### src/gsac_pkg.sv
// Shared constants, types and tables for the green spill alpha compositor.
package gsac_pkg;

  localparam int PIX_W  = 8;
  localparam int STR_W  = 7;
  localparam int Q16_W  = 17;   // Q16 value 0..65536 plus headroom for spill gain
  localparam int ADDR_W = 3;
  localparam int DATA_W = 32;

  // Pixel pipeline depth: 3 in the scaler, 3 for spill, 3 in the blender.
  localparam int PIPE_DEPTH = 9;

  // Word index of the spill strength register (paddr[2]).
  localparam logic [ADDR_W-3:0] REG_SPILL_STRENGTH = '0;

  localparam int STR_MAX = 100;
  localparam int STR_DEN = 100;

  // Alpha scaling: X = floor((v*a*65536 + 32512) / 65025)
  //              = v*a + floor((511*v*a + 32512) / 65025)
  localparam int M_W = 25;      // 511*p + 32512 < 2^25
  localparam int R_W = 17;
  localparam int E_W = 10;
  localparam logic [R_W-1:0] SCALE_RECIP = 17'd66051;   // floor(2^32 / 65025)
  localparam logic [R_W-1:0] SCALE_DEN   = 17'd65025;
  localparam logic [M_W-1:0] SCALE_BIAS  = 25'd32512;

  // floor(t / 255) = (t * 32897) >> 23, exact for t below 66052
  localparam logic [15:0] DIV255_MAGIC = 16'd32897;

  typedef logic [Q16_W-1:0] q16_t;
  typedef logic [2**STR_W-1:0][Q16_W-1:0] k_table_t;

  // Strength in percent to Q16, saturated at 100 percent.
  function automatic k_table_t build_k_table();
    k_table_t    tab;
    int unsigned s;
    for (int i = 0; i < 2**STR_W; i++) begin
      s = (i > STR_MAX) ? STR_MAX : i;
      tab[i] = Q16_W'((s * 65536 + 50) / STR_DEN);
    end
    return tab;
  endfunction

  localparam k_table_t K_TABLE = build_k_table();

endpackage

### src/gsac_scale.sv
// Three-stage alpha scaler: one 8-bit channel times alpha/255 into Q16.
module gsac_scale import gsac_pkg::*; (
  input  logic             clk,
  input  logic [PIX_W-1:0] chan,
  input  logic [PIX_W-1:0] alpha,
  output q16_t             scaled
);

  logic [2*PIX_W-1:0] prod1;
  logic [2*PIX_W-1:0] prod2;
  logic [M_W-1:0]     m_c;
  logic [M_W-1:0]     m2;
  logic [M_W+R_W-1:0] est_prod;
  logic [E_W-1:0]     e2;
  logic [M_W+1:0]     ep;
  logic [M_W+1:0]     rem;
  logic               corr;

  // stage 2: remainder numerator and reciprocal estimate (low by at most one)
  always_comb begin
    m_c      = {prod1, 9'b0} - M_W'(prod1) + SCALE_BIAS;
    est_prod = {{R_W{1'b0}}, m_c} * {{M_W{1'b0}}, SCALE_RECIP};
  end

  // stage 3: one correction step
  always_comb begin
    ep   = (M_W+2)'(e2) * (M_W+2)'(SCALE_DEN);
    rem  = (M_W+2)'(m2) - ep;
    corr = rem >= (M_W+2)'(SCALE_DEN);
  end

  always_ff @(posedge clk) begin
    prod1  <= (2*PIX_W)'(chan) * (2*PIX_W)'(alpha);
    prod2  <= prod1;
    m2     <= m_c;
    e2     <= est_prod[M_W+R_W-1 -: E_W];
    scaled <= Q16_W'(prod2) + Q16_W'(e2) + Q16_W'(corr);
  end

endmodule

### src/gsac_blend.sv
// Three-stage blender: Q16 foreground to 8 bits, then mix over background.
module gsac_blend import gsac_pkg::*; (
  input  logic             clk,
  input  q16_t             fg_q16,
  input  logic [PIX_W-1:0] bg,
  input  logic [PIX_W-1:0] alpha,
  output logic [PIX_W-1:0] result
);

  logic [Q16_W+8:0]   xs;
  logic [Q16_W-8:0]   f_c;
  logic [PIX_W-1:0]   f7;
  logic [PIX_W-1:0]   bg7;
  logic [PIX_W-1:0]   a7;
  logic [15:0]        t_c;
  logic [15:0]        t8;
  logic [31:0]        q_prod;
  logic [8:0]         quot;

  always_comb begin
    xs  = {1'b0, fg_q16, 8'b0} - (Q16_W+9)'(fg_q16) + (Q16_W+9)'(32768);
    f_c = xs[Q16_W+8:16];
  end

  always_comb begin
    t_c = 16'(bg7) * 16'(8'd255 - a7) + 16'(f7) * 16'(a7) + 16'd127;
  end

  always_comb begin
    q_prod = {16'b0, t8} * {16'b0, DIV255_MAGIC};
    quot   = q_prod[31:23];
  end

  always_ff @(posedge clk) begin
    f7     <= (f_c > (Q16_W-7)'(255)) ? 8'd255 : f_c[7:0];
    bg7    <= bg;
    a7     <= alpha;
    t8     <= t_c;
    result <= (quot > 9'd255) ? 8'd255 : quot[7:0];
  end

endmodule

### src/green_spill_alpha_composite.sv
// Top level of the green spill suppressing alpha compositor.
// Takes one pixel per clock: busy is never raised, so a request may be issued
// with start in every cycle. Each request gives exactly one result, marked by
// done, after 3 stages of alpha scaling, 3 of spill correction and 3 of
// blending; results come out in request order and must be taken when shown.
// spill_strength sits at byte address 0 and is meant to be written only
// while no pixel is in flight; values above 100 act as 100.
module green_spill_alpha_composite import gsac_pkg::*; (
  input  logic              clk,
  input  logic              rst,
  input  logic              start,
  output logic              busy,
  input  logic [PIX_W-1:0]  fg_blue,
  input  logic [PIX_W-1:0]  fg_green,
  input  logic [PIX_W-1:0]  fg_red,
  input  logic [PIX_W-1:0]  bg_blue,
  input  logic [PIX_W-1:0]  bg_green,
  input  logic [PIX_W-1:0]  bg_red,
  input  logic [PIX_W-1:0]  alpha,
  output logic              done,
  output logic [PIX_W-1:0]  out_blue,
  output logic [PIX_W-1:0]  out_green,
  output logic [PIX_W-1:0]  out_red,
  input  logic              psel,
  input  logic              penable,
  input  logic              pwrite,
  input  logic [ADDR_W-1:0] paddr,
  input  logic [DATA_W-1:0] pwdata,
  output logic [DATA_W-1:0] prdata,
  output logic              pready
);

  typedef struct packed {
    logic [PIX_W-1:0] bg_b;
    logic [PIX_W-1:0] bg_g;
    logic [PIX_W-1:0] bg_r;
    logic [PIX_W-1:0] a;
  } side_t;

  localparam int SIDE_DEPTH = 6;

  logic [STR_W-1:0]      spill_strength;
  q16_t                  k_reg;
  logic                  cfg_wr;
  logic [PIPE_DEPTH-1:0] vld;
  side_t                 side [SIDE_DEPTH];

  q16_t                  xb3, xg3, xr3;
  q16_t                  xb4, xg4, xr4, sp4;
  q16_t                  mbr;
  q16_t                  xb5, xg5, xr5;
  logic [2*Q16_W-1:0]    prod5;
  logic [2*Q16_W:0]      ks_sum;
  logic [2*Q16_W:0]      h_sum;
  logic [Q16_W+1:0]      ks;
  logic [Q16_W:0]        h;
  q16_t                  xb6, xg6, xr6;

  assign busy   = 1'b0;
  assign pready = 1'b1;
  assign done   = vld[PIPE_DEPTH-1];
  assign cfg_wr = psel && penable && pwrite && pready &&
                  (paddr[ADDR_W-1:2] == REG_SPILL_STRENGTH);

  always_comb begin
    prdata = '0;
    if (paddr[ADDR_W-1:2] == REG_SPILL_STRENGTH) begin
      prdata = {{(DATA_W-STR_W){1'b0}}, spill_strength};
    end
  end

  // Config and valid chain
  always_ff @(posedge clk) begin
    if (rst) begin
      spill_strength <= '0;
      k_reg          <= '0;
      vld            <= '0;
    end else begin
      if (cfg_wr) begin
        spill_strength <= pwdata[STR_W-1:0];
        k_reg          <= K_TABLE[pwdata[STR_W-1:0]];
      end
      vld <= {vld[PIPE_DEPTH-2:0], start && !busy};
    end
  end

  // background and alpha ride alongside the scaler and spill stages
  always_ff @(posedge clk) begin
    side[0] <= '{bg_b: bg_blue, bg_g: bg_green, bg_r: bg_red, a: alpha};
    for (int i = 1; i < SIDE_DEPTH; i++) begin
      side[i] <= side[i-1];
    end
  end

  gsac_scale u_scale_b (.clk(clk), .chan(fg_blue),  .alpha(alpha), .scaled(xb3));
  gsac_scale u_scale_g (.clk(clk), .chan(fg_green), .alpha(alpha), .scaled(xg3));
  gsac_scale u_scale_r (.clk(clk), .chan(fg_red),   .alpha(alpha), .scaled(xr3));

  always_comb begin
    mbr    = (xb3 > xr3) ? xb3 : xr3;
    ks_sum = (2*Q16_W+1)'(prod5) + (2*Q16_W+1)'(32768);
    h_sum  = (2*Q16_W+1)'(prod5) + (2*Q16_W+1)'(65536);
    ks     = ks_sum[2*Q16_W:16];
    h      = h_sum[2*Q16_W:17];
  end

  // spill measure, strength-scaled correction amount, correction
  always_ff @(posedge clk) begin
    xb4   <= xb3;
    xg4   <= xg3;
    xr4   <= xr3;
    sp4   <= (xg3 > mbr) ? xg3 - mbr : '0;
    xb5   <= xb4;
    xg5   <= xg4;
    xr5   <= xr4;
    prod5 <= (2*Q16_W)'(k_reg) * (2*Q16_W)'(sp4);
    xg6   <= ((Q16_W+2)'(xg5) > ks) ? xg5 - ks[Q16_W-1:0] : '0;
    // h stays at or below one half, so blue and red fit in Q16_W bits
    xb6   <= Q16_W'((Q16_W+1)'(xb5) + h);
    xr6   <= Q16_W'((Q16_W+1)'(xr5) + h);
  end

  gsac_blend u_blend_b (.clk(clk), .fg_q16(xb6), .bg(side[SIDE_DEPTH-1].bg_b),
                        .alpha(side[SIDE_DEPTH-1].a), .result(out_blue));
  gsac_blend u_blend_g (.clk(clk), .fg_q16(xg6), .bg(side[SIDE_DEPTH-1].bg_g),
                        .alpha(side[SIDE_DEPTH-1].a), .result(out_green));
  gsac_blend u_blend_r (.clk(clk), .fg_q16(xr6), .bg(side[SIDE_DEPTH-1].bg_r),
                        .alpha(side[SIDE_DEPTH-1].a), .result(out_red));

`ifndef ASSERT_OFF
  a_done_from_start: assert property (@(posedge clk) disable iff (rst)
    done |-> $past(start, PIPE_DEPTH))
    else $error("result without a request");

  a_k_range: assert property (@(posedge clk) disable iff (rst)
    k_reg <= Q16_W'(65536))
    else $error("strength factor above one");

  a_spill_le_green: assert property (@(posedge clk) disable iff (rst)
    vld[3] |-> sp4 <= xg4)
    else $error("spill exceeds green");

  a_k_only_on_write: assert property (@(posedge clk) disable iff (rst)
    !cfg_wr |=> $stable(k_reg))
    else $error("strength factor changed without a write");
`endif

endmodule
### config.mk
export PLATFORM = sky130hd
export DESIGN_NAME = green_spill_alpha_composite
export DESIGN_NICKNAME = d
export VERILOG_FILES = /design/src/gsac_pkg.sv /design/src/gsac_scale.sv /design/src/gsac_blend.sv /design/src/green_spill_alpha_composite.sv
export SDC_FILE = /design/constraint.sdc
export NUM_CORES = 2
export LEC_CHECK = 0
export ABC_CLOCK_PERIOD_IN_PS = 7440
export BUFFER_PORTS_ARGS = -buffer_cell sky130_fd_sc_hd__buf_2
export CORE_ASPECT_RATIO = 0.6
export CORE_MARGIN = 8
export CORE_UTILIZATION = 40
export CTS_CLUSTER_DIAMETER = 80
export DETAILED_ROUTE_END_ITERATION = 8
export PLACE_DENSITY_LB_ADDON = 0.1
export SLEW_MARGIN = 20
export SYNTH_ARGS = -nofsm -noshare
export SYNTH_HDL_FRONTEND = slang
export SYNTH_SLANG_ARGS = --single-unit
### constraint.sdc
create_clock -name clk -period 7.44 [get_ports clk]
set_input_delay 0.372 -clock clk [delete_from_list [all_inputs] [get_ports clk]]
set_output_delay 0.372 -clock clk [all_outputs]
set_load 0.005 [all_outputs]
======== Yosys cells after proc, flatten, opt, wreduce, memory -nomap -nowiden ========
Memories as Yosys holds them, arrays and structs flattened. A register that Yosys moved wholly into a read port is not among the register bits.
Index checks and enable logic that the tools add are counted.
word-level totals
  bits in registers ....................... 568
  memory bits (writable) .................. 192
  ROM bits ................................ 2176
  output and inout port bits .............. 59
  memories kept ........................... 2
memory list
  name             words  width  read ports  clocked after Yosys merged registers in  write ports  RTL line                           text
  (no name shown)  128    17     1           1                                        0            green_spill_alpha_composite.sv:81  k_reg <= K_TABLE[pwdata[STR_W-1:0]];
  side             6      32     6           1                                        6            green_spill_alpha_composite.sv:46  side_t side [SIDE_DEPTH];
cells by class
  add/subtract/negate cells ............... 34
  multipliers ............................. 19
  $lt $le $gt $ge ......................... 12
  mux-type cells .......................... 2
  bitwise operators ....................... 1
  reduce and logical (&&, ||, !) cells .... 3
operator list
  cell                      number
  $mul A25 B17 Y42 const B  3
  $mul A16 B16 Y32 const B  3
  $mul A8 B8 Y16            6
  $ge A27 B16 Y1 const B    3
  $sub A25 B26 Y27          3
  $add A26 B16 Y26 const B  3
  $mul A10 B16 Y26 const B  3
  $sub A25 B17 Y26          3
  $add A25 B15 Y25 const B  3
  $sub A25 B16 Y25          3
  $add A16 B10 Y17          3
  $add A17 B1 Y17           3
  $add A16 B16 Y16          3
  $add A16 B7 Y16 const B   3
  $add A34 B16 Y35 const B  1
  $add A17 B17 Y17          2
  $add A34 B17 Y34 const B  1
  $gt A17 B17 Y1            2
  $mul A17 B17 Y34          1
  $sub A17 B17 Y17          2
  $mul A8 B16 Y16           2
  $gt A10 B8 Y1 const B     3
  $gt A9 B8 Y1 const B      3
  $gt A17 B19 Y1            1
  6 further kinds           8

======== Logic depth before layout (Yosys ltp) ========
  word-level depth ........................ 4
  gate-level depth with buffers ........... 35
  depth with buffers taken out ............ 34

======== Cells and area by module ========
Synthesis repeated with hierarchy kept, for this count alone.
unflattened totals
  cell total of the unflattened synthesis .. 8601
  area, all modules ....................... 81906.1 um^2
modules (own cells, without submodules)
  module                       times used  cells each  area each (um^2)  seq. area each (um^2)
  green_spill_alpha_composite  1           2442        23988.0           8287.9
  gsac_blend                   3           749         7304.5            960.9
  gsac_scale (u_scale_r)       1           1311        12070.3           1661.6
  gsac_scale (u_scale_b)       1           1323        12066.6           1661.6
  gsac_scale (u_scale_g)       1           1278        11867.6           1661.6

======== Least setup slack after synthesis ========
No wires, ideal clock.
  path type ............................... flip-flop to flip-flop
  start ................................... register u_scale_g.e2[8]
  end ..................................... register u_scale_g.scaled[14]
  library setup time ...................... 0.128 ns
  data arrival time ....................... 7.515 ns
  required time ........................... 7.312 ns
  slack ................................... -0.203 ns
  stages on the path, launching flop included .. 33
  buffers on the path ..................... 1
  cell sequence ........................... dfxtp_1 -> fa_1 -> inv_1 -> fa_1 -> inv_1 -> fa_1 -> fa_1 -> inv_1 -> fa_1 -> ha_1 -> clkbuf_1 -> inv_1 -> and3_1 -> a2111oi_0 -> o311ai_0 -> nor4_1 -> nand4_1 -> a21oi_1 -> nor4bb_1 -> and4b_1 -> nand4_1 -> fa_1 -> fa_1 -> a21o_1 -> a21oi_1 -> o21bai_1 -> a21oi_1 -> o21bai_1 -> a21oi_1 -> o21bai_1 -> a21oi_1 -> nor3b_1 -> xor2_1
between the ends
  longest elaborated chain between the ends .. 4
RTL lines
  element                 RTL line          text
  from (decl)             gsac_scale.sv:14  logic [E_W-1:0] e2;
  from (signal assigned)  gsac_scale.sv:36  e2 <= est_prod[M_W+R_W-1 -: E_W];
  $mul A10 B16 Y26        gsac_scale.sv:27  ep = (M_W+2)'(e2) * (M_W+2)'(SCALE_DEN);
  $sub A25 B26 Y27        gsac_scale.sv:28  rem = (M_W+2)'(m2) - ep;
  $ge A27 B16 Y1          gsac_scale.sv:29  corr = rem >= (M_W+2)'(SCALE_DEN);
  $add A17 B1 Y17 *       gsac_scale.sv:37  scaled <= Q16_W'(prod2) + Q16_W'(e2) + Q16_W'(corr);
  to (signal assigned)    gsac_scale.sv:37
  to (decl)               gsac_scale.sv:6   output q16_t scaled
Mark *: on every way between the ends. The rest lies on a longest branch, timed or not.
A chain may end at the register's enable or synchronous reset.

======== Final worst setup path ========
  start ................................... register u_scale_g.e2[8]
  end ..................................... register u_scale_g.scaled[13]
The elaborated chain is that of the path after synthesis.

==> results.ini <==
[status]
outcome = complete, no violations

[routing]
dr.first_iter.drc_count = 3278
dr.pass1.iters = 6
postRouteAntennaNets = 0
vias_per_cell = 4.96
maxUsedRoutingLayer = met4
drc_errors = 0
wl_met1_um = 114000
vias = 57030
drt-wirelength-per-cell_um = 17.7
drt_wl_total_um = 204000
met2WireLength_um = 77100
wl_met3_um = 10900

[timing]
setup_ws_ps = 85.7
tns_ps = 0
rsz0062_at_grt = true
period_needed_ps = 7350
slew_headroom_pct = 30.4
hold_slack_ps = 110
slew_viol_final = 0
fin_skew_ps = 35.7
finalSetupViolCount = 0
tightest_slew_ps = 1040
max_freq_mhz = 136
min_period_over_period_pct = 98.8
hold_violations = 0

[grt]
grt_overflow = 0
antenna_found_initial = 8
grt_pass1_vias = 58487
grt.total_usage_pct = 19.0
grt_max_degree = 91
grt_pass1_wl_um = 327000

[final_layout]
multi_input_comb_area_sq_mm = 0.0583
seq_area_sq_mm = 0.0159
n_fill_cell = 19319
drive_above_1_share_pct = 8.99
largest_reg_flops = 192
final_common_cell = ha_1
finalNetCount = 11311
area_delta_synth_final_pct = 11.8
top_register = side
final_area_sq_mm = 0.0893
mostFrequentLayoutCells = ha_1 (1,538), inv_1 (1,499), fa_1 (847)

[synth]
postSynthAreaPerCell_sq_um = 9.47
yosys_warnings = 0
ys_seq_area_share_pct = 19.8
synth_seq_cells = 791
netlist_area_sq_mm = 0.0799
synth_ff_type = dfxtp_1
async_flop_share_pct = 0
synth.distinct_cells = 92
synth_edf_count = 0
syn-instance-count = 8436

[clocking]
cts_buffer_depth = 3
cts_max_level = 3
clock_sinks = 791
numCtsBuffers = 82
clock_latency_ps = 700
clkTransAtPathRegs_ps = 70
cts_tree = built
cts_root_buf = clkbuf_16

[floorplan]
placementRows = 127
start_util_pct = 40.1
die_area_sq_mm = 0.215
fp.dieW_um = 593
die_h_um = 362
core_sq_mm = 0.199
num_io_pins = 156

[worst_setup_path]
critPathKind = reg -> reg
path_common_cell = fa_1
cp_slowest_cell = or4b_2
crit_required_ps = 8080
critPathLaunchType = flip-flop
critPathCaptureType = flip-flop
critPathArrivalTime_ps = 8000
max_stage_delay_ps = 630
crit_fanout = 4
cpLargestDelayFamily = adder cells
cp.buffers_inverters = 4

[place]
place_hpwl_um = 168000
place_congestion = 0.894
postPlaceCellArea_sq_mm = 0.0852
detailedPlace.worstSlack_ps = -461
portBuffers = 101

[min_path]
hp-class = in -> reg

[flow_run]
drv_cap = 0

-- synthesized netlist by cell type, drive strengths merged (10+ instances only) --
cell        n  area share [%]
buf        47            0.36
nor2      298             1.4
mux2i      31            0.39
a211oi     59            0.57
and2      287             2.2
nand2     660             3.1
clkbuf    169            0.79
dfxtp     791              20
o22ai      23            0.18
o221ai     11            0.12
xor2      120             1.3
nand2b    140             1.1
nor3b      19            0.18
a311oi     11            0.13
nand4      46            0.36
nor4       32            0.26
nor3      127            0.80
o2111ai    11            0.12
o211ai     32            0.31
o21ai     223             1.4
a21oi     314             2.0
o31ai      14            0.13
nand3     100            0.63
xnor2     249             2.7
a31oi      30            0.23
nor2b     159             1.2
and3       48            0.38
a2111oi    12            0.13
a21o       95            0.89
or4        10           0.099
o21a       61            0.57
fa        861              22
a211o      13            0.14
ha       1556              24
or3        26            0.20
inv      1512             7.1
or2        12           0.094
a31o       12            0.13
o21bai     49            0.46
a21boi     30            0.28
-- worst paths after layout --
kind	endpoint	depth (start not counted)	slack, ps	startpoint
max reg2reg	u_scale_g.scaled[13]	31	90	u_scale_g.e2[8]
min	spill_strength[1]	3	110	pwdata[1]
max	u_scale_g.scaled[13]	31	90	u_scale_g.e2[8]
min reg2reg	u_blend_b.bg7[4]	0	310	side[5][28]
-- cell type report --
type	count	area share [%]
diodes	2	0.00560
clock inverters	49	0.660
multi-input cells	5940	65.3
inverters	1514	6.36
repair buffers	468	3.75
clock buffers	101	2.46
well taps	2644	3.70
flip-flops and latches	791	17.8
-- timing repair --
action / in CTS / in global routing
buffers inserted: 18 / 20
hold buffers: 27 / 0
gates resized for setup: 45 / 162
hold endpoints to repair: 27 / 0
endpoints found under the setup margin: 23 / 39
pin swaps: 25 / 119
-- through the flow --
step / std cells / utilization (%)
floorplan: 8461 / -
global placement: 11296 / 42.8
detailed placement: 11296 / 42.8
CTS: 11491 / 44.5
global route: 11508 / 44.9
finish: 11509 / 44.9
-- cells by family after synthesis --
family,synth area share [%]
adders and majority gates,46.0
and+or+nand+nor,12.6
buffers and inverters,8.27
AOI/OAI and AO/OA,8.70
DFF,19.8
xor gates and xnor gates,4.05
muxes,0.628
other,0.00940
-- per-layer routing --
metal  GRT usage [%]  up-vias
li1                -    28128
met3            3.09      152
met1            31.2    27706
met2            26.0     1044
met5               0        -
met4            2.51        0
-- worst reg2reg max path, delay by kind of cell, from the launching register on --
family / cells / cell delay, ps
adders and majority gates: 7 / 3070
and+or+nand+nor: 8 / 1860
buffers and inverters: 4 / 290
AOI/OAI and AO/OA: 12 / 1740
DFF: 1 / 360
Power is left out: the tool's default activity adds up to more than one toggle a clock period on the data nets, which glitch-free logic cannot reach.
